==> src/hw/rtl/tcw_pkg.sv <==
// Shared definitions for the text console writer: screen geometry, codes,
// and the structs passed between the controller and the top level.
// No dependencies.
`timescale 1ns / 1ps

package tcw_pkg;

  // Screen geometry
  localparam int COLUMNS    = 80;
  localparam int ROWS       = 25;
  localparam int CELL_COUNT = COLUMNS * ROWS;

  // Derived widths
  localparam int COL_W  = $clog2(COLUMNS);
  localparam int ROW_W  = $clog2(ROWS);
  localparam int ADDR_W = $clog2(CELL_COUNT);
  localparam int CNT_W  = $clog2(CELL_COUNT + 1);

  // Fixed field widths of the request and response channels
  localparam int OP_W        = 2;
  localparam int CHAR_W      = 8;
  localparam int INDEX_W     = 11;
  localparam int CELL_W      = 16;
  localparam int OUT_COL_W   = 7;
  localparam int OUT_LINE_W  = 5;

  // Character codes
  localparam logic [CHAR_W-1:0] NEWLINE_CODE = 8'h0A;
  localparam logic [CHAR_W-1:0] SPACE_CODE   = 8'h20;

  // Request operations
  typedef enum logic [OP_W-1:0] {
    OP_PUT   = 2'd0,
    OP_READ  = 2'd1,
    OP_WRITE = 2'd2
  } op_e;

  // Memory access from the controller
  typedef struct packed {
    logic              we;
    logic [ADDR_W-1:0] waddr;
    logic [CELL_W-1:0] wdata;
    logic              re;
    logic [ADDR_W-1:0] raddr;
  } mem_req_t;

  // Finished response from the controller
  typedef struct packed {
    logic [CELL_W-1:0]     cell_data;
    logic [OUT_COL_W-1:0]  cursor_column;
    logic [OUT_LINE_W-1:0] cursor_line;
    logic                  screen_cleared;
  } res_t;

endpackage

==> src/hw/rtl/tcw_if.sv <==
// Request and response channel interfaces of the text console writer.
// Depends on tcw_pkg for field widths.
`timescale 1ns / 1ps

interface tcw_req_if;
  logic                             valid;
  logic                             ready;
  logic [tcw_pkg::OP_W-1:0]         operation;
  logic [tcw_pkg::CHAR_W-1:0]       char_code;
  logic [tcw_pkg::INDEX_W-1:0]      cell_index;
  logic [tcw_pkg::CELL_W-1:0]       cell_value;

  modport source (
    output valid, operation, char_code, cell_index, cell_value,
    input  ready
  );
  modport sink (
    input  valid, operation, char_code, cell_index, cell_value,
    output ready
  );
endinterface


==> src/hw/rtl/tcw_ctrl.sv <==
// Controller of the text console writer: cursor, request decode, cell
// read-modify-write, screen blanking sweep and reset clearing pass.
// Depends on tcw_pkg and tcw_if.
`timescale 1ns / 1ps

module tcw_ctrl (
  input  logic               clk_i,
  input  logic               rst_ni,
  tcw_req_if.sink            req_i,
  output tcw_pkg::mem_req_t  mem_req_o,
  input  logic [tcw_pkg::CELL_W-1:0] mem_rdata_i,
  output logic               res_valid_o,
  output tcw_pkg::res_t      res_o,
  input  logic               res_ready_i
);
  import tcw_pkg::*;

  localparam logic [2:0] ST_CLR   = 3'd0;
  localparam logic [2:0] ST_IDLE  = 3'd1;
  localparam logic [2:0] ST_RMW   = 3'd2;
  localparam logic [2:0] ST_READ  = 3'd3;
  localparam logic [2:0] ST_BLANK = 3'd4;
  localparam logic [2:0] ST_DONE  = 3'd5;

  localparam logic [COL_W-1:0] LAST_COL  = COL_W'(COLUMNS - 1);
  localparam logic [ROW_W-1:0] LAST_ROW  = ROW_W'(ROWS - 1);
  localparam logic [CNT_W-1:0] LAST_CELL = CNT_W'(CELL_COUNT - 1);
  localparam logic [CNT_W-1:0] END_CNT   = CNT_W'(CELL_COUNT);

  logic [2:0]        state_q, state_d;
  logic [COL_W-1:0]  col_q, col_d;
  logic [ROW_W-1:0]  row_q, row_d;
  logic [CNT_W-1:0]  cnt_q, cnt_d;
  logic              pend_q, pend_d;
  logic [ADDR_W-1:0] sweep_addr_q, sweep_addr_d;
  logic [CHAR_W-1:0] char_q, char_d;
  logic [CELL_W-1:0] data_q, data_d;
  logic              clr_q, clr_d;

  logic              accept;
  logic              index_ok;
  logic [ADDR_W-1:0] cursor_addr;
  logic [ADDR_W-1:0] index_addr;

  // Take a request when idle, or when the pending response leaves this cycle
  assign accept = req_i.valid &&
                  ((state_q == ST_IDLE) || (state_q == ST_DONE && res_ready_i));
  assign req_i.ready = (state_q == ST_IDLE) || (state_q == ST_DONE && res_ready_i);

  assign index_ok    = (32'(req_i.cell_index) < CELL_COUNT);
  assign index_addr  = ADDR_W'(req_i.cell_index);
  assign cursor_addr = ADDR_W'(32'(row_q) * COLUMNS + 32'(col_q));

  // Present the response held in the result registers
  assign res_valid_o          = (state_q == ST_DONE);
  assign res_o.cell_data      = data_q;
  assign res_o.cursor_column  = OUT_COL_W'(col_q);
  assign res_o.cursor_line    = OUT_LINE_W'(row_q);
  assign res_o.screen_cleared = clr_q;

  // Sequence requests; reads and writes of one cell never share a cycle
  always_comb begin
    state_d      = state_q;
    col_d        = col_q;
    row_d        = row_q;
    cnt_d        = cnt_q;
    pend_d       = 1'b0;
    sweep_addr_d = sweep_addr_q;
    char_d       = char_q;
    data_d       = data_q;
    clr_d        = clr_q;
    mem_req_o    = '0;

    case (state_q)
      ST_CLR: begin
        mem_req_o.we    = 1'b1;
        mem_req_o.waddr = cnt_q[ADDR_W-1:0];
        mem_req_o.wdata = '0;
        if (cnt_q == LAST_CELL) begin
          cnt_d   = '0;
          state_d = ST_IDLE;
        end else begin
          cnt_d = cnt_q + 1'b1;
        end
      end

      ST_RMW: begin
        // Keep the attribute, replace the character, advance the cursor
        mem_req_o.we    = 1'b1;
        mem_req_o.waddr = cursor_addr;
        mem_req_o.wdata = {mem_rdata_i[CELL_W-1:CHAR_W], char_q};
        state_d         = ST_DONE;
        if (col_q == LAST_COL) begin
          col_d = '0;
          if (row_q == LAST_ROW) begin
            row_d   = '0;
            clr_d   = 1'b1;
            cnt_d   = '0;
            state_d = ST_BLANK;
          end else begin
            row_d = row_q + 1'b1;
          end
        end else begin
          col_d = col_q + 1'b1;
        end
      end

      ST_READ: begin
        data_d  = mem_rdata_i;
        state_d = ST_DONE;
      end

      ST_BLANK: begin
        // Read one cell a cycle, write back the previous one as a space
        if (cnt_q != END_CNT) begin
          mem_req_o.re    = 1'b1;
          mem_req_o.raddr = cnt_q[ADDR_W-1:0];
          sweep_addr_d    = cnt_q[ADDR_W-1:0];
          pend_d          = 1'b1;
          cnt_d           = cnt_q + 1'b1;
        end
        if (pend_q) begin
          mem_req_o.we    = 1'b1;
          mem_req_o.waddr = sweep_addr_q;
          mem_req_o.wdata = {mem_rdata_i[CELL_W-1:CHAR_W], SPACE_CODE};
        end
        if (cnt_q == END_CNT && pend_q) begin
          cnt_d   = '0;
          state_d = ST_DONE;
        end
      end

      ST_IDLE, ST_DONE: begin
        if (state_q == ST_DONE && res_ready_i) begin
          state_d = ST_IDLE;
        end
        if (accept) begin
          data_d  = '0;
          clr_d   = 1'b0;
          char_d  = req_i.char_code;
          state_d = ST_DONE;
          case (req_i.operation)
            OP_PUT: begin
              if (req_i.char_code == NEWLINE_CODE) begin
                col_d = '0;
                if (row_q == LAST_ROW) begin
                  row_d   = '0;
                  clr_d   = 1'b1;
                  cnt_d   = '0;
                  state_d = ST_BLANK;
                end else begin
                  row_d = row_q + 1'b1;
                end
              end else begin
                mem_req_o.re    = 1'b1;
                mem_req_o.raddr = cursor_addr;
                state_d         = ST_RMW;
              end
            end
            OP_READ: begin
              if (index_ok) begin
                mem_req_o.re    = 1'b1;
                mem_req_o.raddr = index_addr;
                state_d         = ST_READ;
              end
            end
            OP_WRITE: begin
              mem_req_o.we    = index_ok;
              mem_req_o.waddr = index_addr;
              mem_req_o.wdata = req_i.cell_value;
            end
            default: begin
              state_d = ST_DONE;
            end
          endcase
        end
      end

      default: begin
        state_d = ST_IDLE;
      end
    endcase
  end

  // Control state
  always_ff @(posedge clk_i or negedge rst_ni) begin
    if (!rst_ni) begin
      state_q <= ST_CLR;
      col_q   <= '0;
      row_q   <= '0;
      cnt_q   <= '0;
      pend_q  <= 1'b0;
    end else begin
      state_q <= state_d;
      col_q   <= col_d;
      row_q   <= row_d;
      cnt_q   <= cnt_d;
      pend_q  <= pend_d;
    end
  end

  // Payload registers
  always_ff @(posedge clk_i) begin
    sweep_addr_q <= sweep_addr_d;
    char_q       <= char_d;
    data_q       <= data_d;
    clr_q        <= clr_d;
  end

endmodule

==> src/flat_wrapper.sv <==
// flat-port wrapper written by rule: the top's interface ports become plain ports
module tcw_ctrl_flat import tcw_pkg::*;
  (clk_i, rst_ni, mem_req_o, mem_rdata_i, res_valid_o, res_o, res_ready_i, req_i_valid, req_i_operation, req_i_char_code, req_i_cell_index, req_i_cell_value, req_i_ready);
  tcw_req_if req_i_i ();
  input  logic clk_i;
  input  logic rst_ni;
  output tcw_pkg::mem_req_t mem_req_o;
  input  logic [tcw_pkg::CELL_W-1:0] mem_rdata_i;
  output logic res_valid_o;
  output tcw_pkg::res_t res_o;
  input  logic res_ready_i;
  input wire logic [$bits(req_i_i.valid)-1:0] req_i_valid;
  input wire logic [$bits(req_i_i.operation)-1:0] req_i_operation;
  input wire logic [$bits(req_i_i.char_code)-1:0] req_i_char_code;
  input wire logic [$bits(req_i_i.cell_index)-1:0] req_i_cell_index;
  input wire logic [$bits(req_i_i.cell_value)-1:0] req_i_cell_value;
  output wire logic [$bits(req_i_i.ready)-1:0] req_i_ready;
  assign req_i_i.valid = req_i_valid;
  assign req_i_i.operation = req_i_operation;
  assign req_i_i.char_code = req_i_char_code;
  assign req_i_i.cell_index = req_i_cell_index;
  assign req_i_i.cell_value = req_i_cell_value;
  assign req_i_ready = req_i_i.ready;
  tcw_ctrl u_core (.clk_i(clk_i), .rst_ni(rst_ni), .req_i(req_i_i), .mem_req_o(mem_req_o), .mem_rdata_i(mem_rdata_i), .res_valid_o(res_valid_o), .res_o(res_o), .res_ready_i(res_ready_i));
endmodule
==> config.mk <==
export PLATFORM = sky130hd
export DESIGN_NAME = tcw_ctrl_flat
export DESIGN_NICKNAME = d
export VERILOG_FILES = /design/src/hw/rtl/tcw_pkg.sv /design/src/hw/rtl/tcw_if.sv /design/src/hw/rtl/tcw_ctrl.sv /design/src/flat_wrapper.sv
export SDC_FILE = /design/constraint.sdc
export NUM_CORES = 1
export LEC_CHECK = 0
export BUFFER_PORTS_ARGS = -buffer_cell sky130_fd_sc_hd__clkbuf_2
export CAP_MARGIN = 15
export CORE_MARGIN = 3
export CORE_UTILIZATION = 53
export DETAILED_ROUTE_END_ITERATION = 10
export GPL_TIMING_DRIVEN = 0
export PLACE_DENSITY = 0.81
export SLEW_MARGIN = 5
export SYNTH_ARGS = -nofsm -noshare
export SYNTH_HDL_FRONTEND = slang
export SYNTH_SLANG_ARGS = --single-unit
==> constraint.sdc <==
create_clock -name clk_i -period 6.3 [get_ports clk_i]
set_input_delay 0.945 -clock clk_i [delete_from_list [all_inputs] [get_ports clk_i]]
set_output_delay 0.945 -clock clk_i [all_outputs]
set_load 0.005 [all_outputs]
==> flow_metrics.env <==
export IMPL_status="completed"
export IMPL_grt_max_degree=28
export IMPL_synth_top_area_share_pct=27.9
export IMPL_syn_to_final_growth_pct=25.2
export IMPL_reg2reg_from="u_core.row_q[1]"
export IMPL_reg2regPathDepth=8
export IMPL_vias=3825
export IMPL_cp_end_kind="output port"
export IMPL_synthArstFlopShare_pct=42.9
export IMPL_yosys_area_share_adder_pct=5.55
export IMPL_core_um2=6940
export IMPL_wl_per_cell_um=17.9
export IMPL_grtUsageTotal_pct=26.7
export IMPL_cp_max_fo=21
export IMPL_die_y_um=91.5
export IMPL_hp_class="register to register"
export IMPL_worst_pin_slew_ns=1.03
export IMPL_p_int_mw=1.10
export IMPL_cp_arrival_ns=2.97
export IMPL_synth_edf_count=36
export IMPL_cts_num_sinks=63
export IMPL_synthesis_area_um2=3880
export IMPL_cts_resized=0
export IMPL_drt_vias_per_instance=6.12
export IMPL_antenna_found_initial=0
export IMPL_synth_main_ff_cell="edfxtp_1"
export IMPL_critical_path_class="register to output port"
export IMPL_fin_skew_ns=0.00616
export IMPL_dp_final_hpwl_um=8450
export IMPL_die_area_um2=8380
export IMPL_final_cells=625
export IMPL_synthCells=386
export IMPL_htree_levels=3
export IMPL_synth_most_common_cell="nand2_1"
export IMPL_drt_iter0_drc=443
export IMPL_ys_ff_latch=63
export IMPL_seqPwrFrac_pct=37.3
export IMPL_synthXorXnorAreaFrac_pct=1.71
export IMPL_p_switching_mw=0.688
export IMPL_p_leak_nw=2.27
export IMPL_setup_viol=0
export IMPL_drive_above_1_share_pct=31.8
export IMPL_comb_power_share_pct=41.1
export IMPL_min_period_over_period_pct=62.2
export IMPL_cts_hold_buf=0
export IMPL_nets=597
export IMPL_hold_path_cell_count=0
export IMPL_rsz0062_at_grt="no"
export IMPL_critPathLaunch="u_core.state_q[2]"
export IMPL_synth_top_family_by_area="simple AND/OR/NAND/NOR gates"
export IMPL_clockBufferDepth=2
export IMPL_maxSlewHeadroom_pct=31.5
export IMPL_power_mw=1.79
export IMPL_min_period_ns=3.92
export IMPL_grt_pass1_vias=3611
export IMPL_ir_worst_vdd_mv=0.194
export IMPL_cp_required_ns=5.35
export IMPL_die_x_um=91.5
export IMPL_report_final_slew_viol_count=0
export IMPL_drc=0
export IMPL_io_pin_count=128
export IMPL_yosys_top_cells_area="edfxtp_1 (28%), dfrtp_1 (17%), nand2_1 (4.7%)"
export IMPL_ys_warn_count=0
export IMPL_clkPwrFrac_pct=21.6
export IMPL_worstSetupStartpointType="register"
export IMPL_clock_latency_ns=0.34
export IMPL_cts_root_buf="clkbuf_8"
export IMPL_drt_pass1_iter_count=6
export IMPL_fmax_mhz=255
export IMPL_grt_pass1_wl_um=18000
export IMPL_diodes=0
export IMPL_yosysTopAreaCell="edfxtp_1"
export IMPL_powerDensity_nw_per_um2=368
export IMPL_synth_commonest_cells="nand2_1 (49), edfxtp_1 (36), o21ai_0 (31)"
export IMPL_dp_cells=609
export IMPL_overflow=0
export IMPL_syn_area_per_cell_um2=10.0
export IMPL_nFillCells=548
export IMPL_synth_compound_area_share_pct=21.3
export IMPL_hp_start="u_core.cnt_q[3]"
export IMPL_synth_cell_types=55
export IMPL_post_cts_buffers=0
export IMPL_max_cap_viol_count=0
export IMPL_synth_nets=459
export IMPL_fin_tns_setup_ns=0
export IMPL_whs_ns=0.447
export IMPL_timing_final_hold_violations=0
export IMPL_yosysSeqAreaShare_pct=45.3
export IMPL_multi_input_area_um2=1970
export IMPL_path_clk_slew_ns=0.07
export IMPL_seq_area_um2=1760
export IMPL_place_congestion=0.976
export IMPL_port_buffers=127
export IMPL_initial_core_util_pct=55.9
export IMPL_cts_made_buffers=9
export IMPL_wirelength_um=11200
export IMPL_cts_tree="yes"
export IMPL_synthSimpleGateAreaFrac_pct=21.6
export IMPL_final_antenna_net_count=0
export IMPL_swShare_pct=38.5
export IMPL_rows=30
export IMPL_synth_mux_area_share_pct=0.581
==> final timing paths <==
| kind | to | slack, ns |
|---|---|---|
| max | mem_req_o[10] | 2.38 |
| min in group asynchronous | u_core.cnt_q[9] | 0.64 |
| min | u_core.sweep_addr_q[3] | 0.45 |
| min reg2reg | u_core.sweep_addr_q[3] | 0.45 |
| max in group asynchronous | u_core.row_q[1] | 5.20 |
| max reg2reg | u_core.cnt_q[7] | 3.77 |
==> metal layers <==
metal	vias to the layer above	part of all wire (%)	track usage (%)	routed length, µm
li1	1741	-	-	-
met1	1782	38	34.3	4240
met5	-	0	0	0
met4	0	2.9	10.8	323
met2	259	50	44.2	5560
met3	43	9.7	4.89	1080
==> area by class of cell <==
| cell class | count | share of cell area, % |
|---|---|---|
| Clock inverter | 7 | 1.98 |
| Multi-Input combinational cell | 287 | 40.6 |
| Sequential cell | 63 | 36.2 |
| Buffer | 21 | 1.98 |
| Inverter | 15 | 1.16 |
| Timing Repair Buffer | 127 | 13.1 |
| Tap cell | 96 | 2.47 |
| Clock buffer | 9 | 2.55 |
==> layout by cell type (no fill, tap or decap), types with 11 or more instances in the layout <==
cell type,n
clkbuf_2,127
inv_1,15
a221o_1,11
edfxtp_1,36
clkbuf_1,14
o21ai_0,31
ha_1,14
nor2_1,17
a22o_1,17
nand3_1,11
nand2_1,49
and2_1,21
dfrtp_1,27
==> registers in the layout (all words and copies together) (netlist names), 3 cells and up <==
name                 flops
u_core.char_q            8
u_core.sweep_addr_q     11
u_core.row_q             5
u_core.col_q             7
u_core.state_q           3
u_core.cnt_q            11
u_core.data_q           16
==> worst max-delay path: stages, from the launching register on <==
cell and delay [ns]:
dfrtp_1 0.42, clkbuf_1 0.35, and2_0 0.41, and2_1 0.18
clkbuf_1 0.76, a32oi_1 0.15, o21ai_0 0.18, clkbuf_2 0.18
==> power by group through the flow <==
stage               Sequential [mW]  Combinational, mW  Clock (mW)
finish                        0.665              0.734       0.386
global route                  0.682              0.817       0.406
CTS                           0.663              0.728       0.387
detailed placement            0.671              0.719           0
global placement              0.663              0.697           0
floorplan                     0.647              0.468           0
==> kinds of logic after synthesis <==
kind of cell / Yosys count
AO/OA/AOI/OAI: 111
buffers and inverters: 36
adder cells (fa/ha/maj): 16
XOR/XNOR: 6
multiplexers: 2
AND/OR/NAND/NOR: 152
flip-flops: 63
==> per-stage QoR <==
stage	utilization (%)	area [µm²]	worst slack, ns
6_report	69.9	4850	2.38
5_1_grt	69.9	4850	2.23
4_1_cts	69.9	4850	2.52
3_5_place_dp	66.7	4630	2.59
3_3_place_gp	66.7	4630	2.64
2_1_floorplan	-	3880	3.24
Note: power is estimated with default switching activity, not from simulation.
